**src/rtl/core/d8fd_pkg.sv**
```systemverilog
// Shared types, constants and the candidate-select function for the D8 flow unit.
// No dependencies; every module of the block imports this package.
package d8fd_pkg;

   localparam int HEIGHT_W    = 16;
   localparam int NUM_DIRS    = 8;
   localparam int DIR_W       = 3;
   localparam int DIAG_WEIGHT = 46334;
   localparam int WEIGHT_W    = 17;
   localparam int ORTHO_SHIFT = 16;
   // difference is HEIGHT_W+1 bits signed, scaled by a WEIGHT_W-bit weight
   localparam int SLOPE_W     = HEIGHT_W + 1 + WEIGHT_W;

   typedef struct packed {
      logic [HEIGHT_W-1:0] center_height;
      logic                center_is_ocean;
      logic [HEIGHT_W-1:0] north_height;
      logic [HEIGHT_W-1:0] northeast_height;
      logic [HEIGHT_W-1:0] east_height;
      logic [HEIGHT_W-1:0] southeast_height;
      logic [HEIGHT_W-1:0] south_height;
      logic [HEIGHT_W-1:0] southwest_height;
      logic [HEIGHT_W-1:0] west_height;
      logic [HEIGHT_W-1:0] northwest_height;
      logic [NUM_DIRS-1:0] neighbor_ocean_mask;
      logic [NUM_DIRS-1:0] neighbor_inside_mask;
   } req_type;

   typedef struct packed {
      logic [DIR_W-1:0] flow_direction;
      logic             has_flow;
   } rsp_type;

   // one lane's registered finding
   typedef struct packed {
      logic [SLOPE_W-1:0] slope;
      logic               in_grid;
      logic               ocean;
   } lane_type;

   // one entry of the merge tree
   typedef struct packed {
      logic               found;
      logic [DIR_W-1:0]   dir;
      logic [SLOPE_W-1:0] slope;
   } cand_type;

   // Keep left unless right is found and left is not found or is less steep.
   function automatic cand_type pick(input cand_type left, input cand_type right);
      cand_type res;
      res = left;
      if (right.found && (!left.found || ($signed(right.slope) > $signed(left.slope)))) begin
         res = right;
      end
      return res;
   endfunction

endpackage

```
**src/rtl/core/d8fd_lane.sv**
```systemverilog
// One slope lane of the D8 flow unit: weighted height drop to one neighbor.
// Depends on d8fd_pkg.
module d8fd_lane
   import d8fd_pkg::*;
#(
   parameter bit IS_DIAG = 1'b0
) (
   input  logic                clock,
   input  logic                en,
   input  logic [HEIGHT_W-1:0] center,
   input  logic [HEIGHT_W-1:0] neighbor,
   input  logic                in_grid,
   input  logic                ocean,
   output lane_type            lane_out
);

   localparam int EXT_W   = SLOPE_W - HEIGHT_W - 1;
   localparam int ORTHO_X = SLOPE_W - HEIGHT_W - 1 - ORTHO_SHIFT;

   logic signed [HEIGHT_W:0] diff;
   logic [SLOPE_W-1:0]       slope;
   lane_type                 lane_in;
   lane_type                 lane_ff;

   assign diff = $signed({1'b0, center}) - $signed({1'b0, neighbor});

   // two's complement product, exact in SLOPE_W bits
   if (IS_DIAG) begin : g_diag
      assign slope = {{EXT_W{diff[HEIGHT_W]}}, diff} * SLOPE_W'(DIAG_WEIGHT);
   end else begin : g_ortho
      assign slope = {{ORTHO_X{diff[HEIGHT_W]}}, diff, {ORTHO_SHIFT{1'b0}}};
   end

   always_comb begin
      lane_in.slope   = slope;
      lane_in.in_grid = in_grid;
      lane_in.ocean   = ocean;
   end

   always_ff @(posedge clock) begin
      if (en) begin
         lane_ff <= lane_in;
      end
   end

   assign lane_out = lane_ff;

endmodule

```
**src/rtl/core/d8fd_merge.sv**
```systemverilog
// Merge stage of the D8 flow unit: picks the winning lane through a registered tree.
// Depends on d8fd_pkg.
module d8fd_merge
   import d8fd_pkg::*;
(
   input  logic     clock,
   input  logic     en,
   input  lane_type lanes [NUM_DIRS],
   output rsp_type  result
);

   logic [NUM_DIRS-1:0] ocean_hit;
   logic [NUM_DIRS-1:0] later_ocean;
   logic                any_ocean;
   cand_type            leaf [NUM_DIRS];
   cand_type            lvl1 [NUM_DIRS/2];
   cand_type            lvl2_in [NUM_DIRS/4];
   cand_type            lvl2_ff [NUM_DIRS/4];
   cand_type            root;

   // The last ocean neighbor always wins over anything before it, so drop
   // every lane ahead of it; without ocean, only strictly downhill lanes count.
   always_comb begin
      for (int d = 0; d < NUM_DIRS; d++) begin
         ocean_hit[d] = lanes[d].in_grid & lanes[d].ocean;
      end
      any_ocean = |ocean_hit;
      for (int d = 0; d < NUM_DIRS; d++) begin
         later_ocean[d] = |(ocean_hit >> (d + 1));
      end
      for (int d = 0; d < NUM_DIRS; d++) begin
         leaf[d].found = lanes[d].in_grid && !later_ocean[d] &&
                         (any_ocean || (!lanes[d].slope[SLOPE_W-1] && (|lanes[d].slope)));
         leaf[d].dir   = DIR_W'(d);
         leaf[d].slope = lanes[d].slope;
      end
      for (int i = 0; i < NUM_DIRS/2; i++) begin
         lvl1[i] = pick(leaf[2*i], leaf[2*i+1]);
      end
      for (int i = 0; i < NUM_DIRS/4; i++) begin
         lvl2_in[i] = pick(lvl1[2*i], lvl1[2*i+1]);
      end
   end

   always_ff @(posedge clock) begin
      if (en) begin
         lvl2_ff <= lvl2_in;
      end
   end

   always_comb begin
      root                  = pick(lvl2_ff[0], lvl2_ff[1]);
      result.has_flow       = root.found;
      result.flow_direction = root.found ? root.dir : '0;
   end

endmodule

```
**src/rtl/core/d8_flow_direction_unit.sv**
```systemverilog
// Top level of the D8 flow unit: eight slope lanes, the merge tree and the output register.
// Depends on d8fd_pkg, d8fd_lane and d8fd_merge.
//
// D8 steepest-descent flow direction for one grid cell per transfer. A request
// carries the cell's height, its ocean flag and the eight neighbor heights with
// their ocean and inside-grid masks; the response gives the chosen direction
// (0 = north, clockwise to 7 = northwest) and a has_flow flag, which is low for
// an ocean cell or a sink. The unit takes one request every clock cycle while
// req_stall is low. The first stage computes the eight weighted slopes in
// parallel (one constant multiply per diagonal lane) into the lane registers,
// the second runs the first two levels of the select tree, the third the last
// level into the output register. Responses come out in request order. While
// the response side stalls, requests are still taken until the three pipeline
// registers are full; empty stages close up behind a stalled response.
module d8_flow_direction_unit
   import d8fd_pkg::*;
(
   input  logic    clock,
   input  logic    reset,
   input  logic    req_valid,
   output logic    req_stall,
   input  req_type req_data,
   output logic    rsp_valid,
   input  logic    rsp_stall,
   output rsp_type rsp_data
);

   logic [HEIGHT_W-1:0] nb_height [NUM_DIRS];
   lane_type            lanes [NUM_DIRS];
   rsp_type             merge_result;

   logic    valid_a_ff, valid_a_in;
   logic    valid_b_ff, valid_b_in;
   logic    rsp_valid_ff, rsp_valid_in;
   rsp_type rsp_data_ff;
   logic    en_a, en_b, en_c;

   // Stage enables: a stage advances when it is empty or the stage after it advances.
   assign en_c = !rsp_valid_ff || !rsp_stall;
   assign en_b = !valid_b_ff || en_c;
   assign en_a = !valid_a_ff || en_b;

   assign req_stall = !en_a;

   // Neighbor heights in direction order N, NE, E, SE, S, SW, W, NW.
   assign nb_height[0] = req_data.north_height;
   assign nb_height[1] = req_data.northeast_height;
   assign nb_height[2] = req_data.east_height;
   assign nb_height[3] = req_data.southeast_height;
   assign nb_height[4] = req_data.south_height;
   assign nb_height[5] = req_data.southwest_height;
   assign nb_height[6] = req_data.west_height;
   assign nb_height[7] = req_data.northwest_height;

   // One lane per direction; odd directions are diagonals.
   // An ocean center masks every neighbor, so nothing can win.
   for (genvar d = 0; d < NUM_DIRS; d++) begin : g_lane
      d8fd_lane #(
         .IS_DIAG ((d % 2) == 1)
      ) u_lane (
         .clock    (clock),
         .en       (en_a),
         .center   (req_data.center_height),
         .neighbor (nb_height[d]),
         .in_grid  (req_data.neighbor_inside_mask[d] & !req_data.center_is_ocean),
         .ocean    (req_data.neighbor_ocean_mask[d]),
         .lane_out (lanes[d])
      );
   end

   d8fd_merge u_merge (
      .clock  (clock),
      .en     (en_b),
      .lanes  (lanes),
      .result (merge_result)
   );

   // Advance the valid bits with their stages; hold them while stalled.
   always_comb begin
      valid_a_in   = en_a ? req_valid  : valid_a_ff;
      valid_b_in   = en_b ? valid_a_ff : valid_b_ff;
      rsp_valid_in = en_c ? valid_b_ff : rsp_valid_ff;
   end

   always_ff @(posedge clock) begin
      if (reset) begin
         valid_a_ff   <= 1'b0;
         valid_b_ff   <= 1'b0;
         rsp_valid_ff <= 1'b0;
      end else begin
         valid_a_ff   <= valid_a_in;
         valid_b_ff   <= valid_b_in;
         rsp_valid_ff <= rsp_valid_in;
      end
   end

   // Output register: load the merged result when the response side can move.
   always_ff @(posedge clock) begin
      if (en_c) begin
         rsp_data_ff <= merge_result;
      end
   end

   assign rsp_valid = rsp_valid_ff;
   assign rsp_data  = rsp_data_ff;

   // An empty first stage never pushes back on requests.
   a_empty_accepts : assert property (@(posedge clock) disable iff (reset)
      !valid_a_ff |-> !req_stall)
      else $error("request stalled with an empty first stage");

   // A stalled response must not drop the item waiting behind it.
   a_hold_stage_b : assert property (@(posedge clock) disable iff (reset)
      (rsp_valid_ff && rsp_stall && valid_b_ff) |=> valid_b_ff)
      else $error("merge stage item lost under response stall");

   // A transfer without flow always reports direction zero.
   a_no_flow_dir : assert property (@(posedge clock) disable iff (reset)
      (rsp_valid && !rsp_data.has_flow) |-> (rsp_data.flow_direction == '0))
      else $error("direction set on a response without flow");

endmodule
```
**config.mk**
```make
export PLATFORM = sky130hd
export DESIGN_NAME = d8_flow_direction_unit
export DESIGN_NICKNAME = d
export VERILOG_FILES = /design/src/rtl/core/d8fd_pkg.sv /design/src/rtl/core/d8fd_lane.sv /design/src/rtl/core/d8fd_merge.sv /design/src/rtl/core/d8_flow_direction_unit.sv
export SDC_FILE = /design/constraint.sdc
export NUM_CORES = 2
export LEC_CHECK = 0
export BUFFER_PORTS_ARGS = -buffer_cell sky130_fd_sc_hd__buf_4
export CAP_MARGIN = 10
export CORE_MARGIN = 5
export CORE_UTILIZATION = 68
export DETAILED_ROUTE_END_ITERATION = 8
export HOLD_SLACK_MARGIN = 0.05
export PLACE_DENSITY = 0.86
export SETUP_SLACK_MARGIN = 0.4
export SLEW_MARGIN = 20
export SYNTH_ARGS = -nofsm -noshare
export SYNTH_HDL_FRONTEND = slang
export SYNTH_HIERARCHICAL = 1
export SYNTH_SLANG_ARGS = --single-unit
```
**constraint.sdc**
```tcl
create_clock -name clock -period 23 [get_ports clock]
set_clock_uncertainty 0.1 [all_clocks]
set_input_delay 3.45 -clock clock [delete_from_list [all_inputs] [get_ports clock]]
set_output_delay 3.45 -clock clock [all_outputs]
set_load 0.05 [all_outputs]
```
==> reports/results.txt <==
outcome -> finished with violations
failing checks -> DRC
CP Launch Point -> req_data[145]
Die H -> 288.2 um
# rows -> 102
Post-CTS Hold Buffers -> 0
Worst Hold Class -> flop to flop
routability congestion estimate -> 0.9828
DRC errors left -> 2
leading area contributor after synthesis -> fa_1
crit end category -> flop
Slew Viols, Final -> 0
reg2reg path depth -> 19
Synth async-reset ratio -> 0%
Slew HR -> 23.32%
die width -> 288.2 um
synth warn -> 6
DRT iter0 DRCs -> 3865
startpoint types -> input pin
setup violators final -> 0
largest net degree at the start of global routing -> 81
R2R setup slack -> 15.39 ns
setup tns final -> 0 ns
Gates resized, CTS repair -> 0
average size of a mapped cell -> 9.209 um^2
RSZ-0062 raised after global routing -> no
most frequent cells in the layout -> inv_1 (1198), ha_1 (754), fa_1 (500)
min Tclk post-route -> 11.78 ns
vias in the first global route -> 42800
Area contributors post-synth -> fa_1 (19%), ha_1 (18%), edfxtp_1 (17%), inv_1 (8.5%), a21oi_1 (3.1%)
post-CTS setup buffer count -> 0
CTS root buf -> clkbuf_16
HPWL Detailed -> 115.5 mm
Final Core Density -> 72.10%
pre-CTS setup slack -> 10.79 ns
reg2reg start -> g_lane[7].u_lane/lane_out[0]
Syn Std Cell Area -> 0.05261 mm^2
Max-cap violations -> 0
CTS tree -> done
Avg WL per Cell -> 20.52 um
Netlist cell types -> 139
register area share after synthesis -> 16.90%
Layout area overhead -> 5.646%
Critical Path Fanout Max -> 11
number of CTS-inserted buffers -> 34
Max Buffers Root-to-Sink -> 3
Hold Slack -> 0.3803 ns
EDFF count, synth -> 294
# port buffers -> 170
nets@finish -> 7213
final hold violations -> 0
Via Count -> 42460
antenna violations before repair -> 1
Die ar. -> 0.08303 mm^2
Synth Instances -> 5713
fin worst setup slack -> 11.22 ns
commonest non-fill, non-tap cell in the layout -> inv_1
core area -> 0.07708 mm^2
H-tree levels -> 2
FF-to-FF End -> u_merge/lvl2_ff[72]
post-synthesis register bit count -> 297
Critical Path RT -> 23.16 ns
CP Capture Point -> g_lane[7].u_lane/lane_out[33]
Arr. time, crit path -> 11.94 ns
fin crit share -> 51.21%
Total Routing Usage GR -> 33.75%
Worst-Margin Slew -> 1.121 ns
Post-synth top flop -> edfxtp_1
first-pass GRT wire length -> 223.6 mm
Yosys top cell area share -> 19.03%
DR vias/cell -> 6.187
Total Wirelength -> 140.8 mm
Initial Util -> 68.25%
total grt overflow -> 0
hold_sp -> valid_a_ff
top achievable clock speed -> 84.90 MHz
critical path type -> input pin to flop
layout cells sized above 1 -> 8.610%
CTS Sinks -> 297
I/O pin count -> 171
CTS clk-pin slew, worst paths -> 0.06 ns
Final ANT Viol Nets -> 0
DRT Pass-1 Iters -> 8
Skew-Pair Late Insertion Delay -> 0.54 ns
[logic make-up (layout without fill, tap and decap cells)]
family / count (synthesis) / after routing / share of synthesized area (%)
buffers and inverters: 1412 / 1458 / 10.97
adder cells (fa/ha/maj): 1261 / 1261 / 37.09
AO/OA/AOI/OAI: 1199 / 1199 / 16.00
AND/OR/NAND/NOR: 1096 / 1096 / 10.79
XOR/XNOR: 317 / 317 / 5.570
flip-flops: 297 / 297 / 16.90
multiplexers: 123 / 123 / 2.623
other: 8 / 71 / 0.05708
[cells in the mapped netlist, types with 34 or more instances]
master / instances
or3_1: 45
xor2_1: 145
ha_1: 754
a211oi_1: 39
nand4_1: 73
inv_1: 1198
nand2b_1: 34
a21oi_1: 330
mux2i_1: 49
nor4_1: 64
xnor2_1: 156
buf_2: 48
clkbuf_1: 75
fa_1: 500
and2_1: 41
and3_1: 37
nor2_1: 176
nor3_1: 83
o21a_1: 41
o21ai_0: 201
mux2_2: 59
buf_4: 73
edfxtp_1: 294
a21bo_2: 35
nand3_1: 119
a21o_1: 161
nor2b_1: 56
nand2_1: 284
[area by class of cell]
| class | instances | area (um^2) |
|---|---|---|
| multi-input cells | 4064 | 38260 |
| fillers | 5782 | 21500 |
| flip-flops and latches | 297 | 8889 |
| inverters | 1198 | 4497 |
| repair buffers | 199 | 1494 |
| well taps | 1040 | 1301 |
| clock buffers | 43 | 948.4 |
| clock inverters | 18 | 178.9 |
| diodes | 3 | 7.507 |
[routing by layer]
| metal | routed length [um] | share of wire, % | GRT usage (%) | vias to the layer above |
|---|---|---|---|---|
| li1 | - | - | - | 19540 |
| met1 | 56980 | 40 | 45.67 | 20550 |
| met2 | 63660 | 45 | 53.53 | 1971 |
| met3 | 14210 | 10 | 7.987 | 397 |
| met4 | 5948 | 4.2 | 12.25 | 0 |
| met5 | 0 | 0 | 0 | - |
[critical path: stages]
cell       delay (ns)
buf_4            0.30
inv_1            0.09
ha_1             0.24
fa_1             0.41
nor2b_1          0.16
o2111ai_1        0.11
and4b_1          0.25
o2bb2ai_1        0.24
o21bai_1         0.18
a21oi_1          0.12
xnor2_1          0.83
xor2_1           0.45
xnor2_1          0.16
fa_1             0.53
inv_1            0.06
fa_1             0.48
fa_1             0.57
fa_1             0.44
fa_1             0.47
ha_1             0.35
and4_2           0.26
a221o_1          0.36
or3b_4           0.42
and3b_4          0.20
a211o_1          0.31
a21oi_2          0.22
o21a_2           0.17
o211ai_1         0.11
[flip-flops by register name, indices dropped and copies added, names as in the netlist]
register,cells
rsp_valid,1
rsp_data,4
u_merge/lvl2_ff,74
g_lane.u_lane/lane_out,216
valid_b_ff,1
valid_a_ff,1
[stage by stage]
stage	std cells	instance area, um^2
after global placement	6798	54410
after detailed placement	6798	54410
final	6862	55580
after CTS	6859	55540
after global routing	6859	55570
after floorplan	5773	52830
[worst min path at each step]
stage / endpoint / slack (ns) / cells after the start
2_1_floorplan: valid_b_ff / 0.33 / 2
3_3_place_gp: valid_b_ff / 0.36 / 2
3_5_place_dp: valid_b_ff / 0.37 / 2
4_1_cts: valid_b_ff / 0.38 / 2
5_1_grt: valid_b_ff / 0.40 / 2
6_report: valid_b_ff / 0.38 / 2
Power is left out: the tool's default activity adds up to more than one toggle a clock period on the data nets, which glitch-free logic cannot reach.
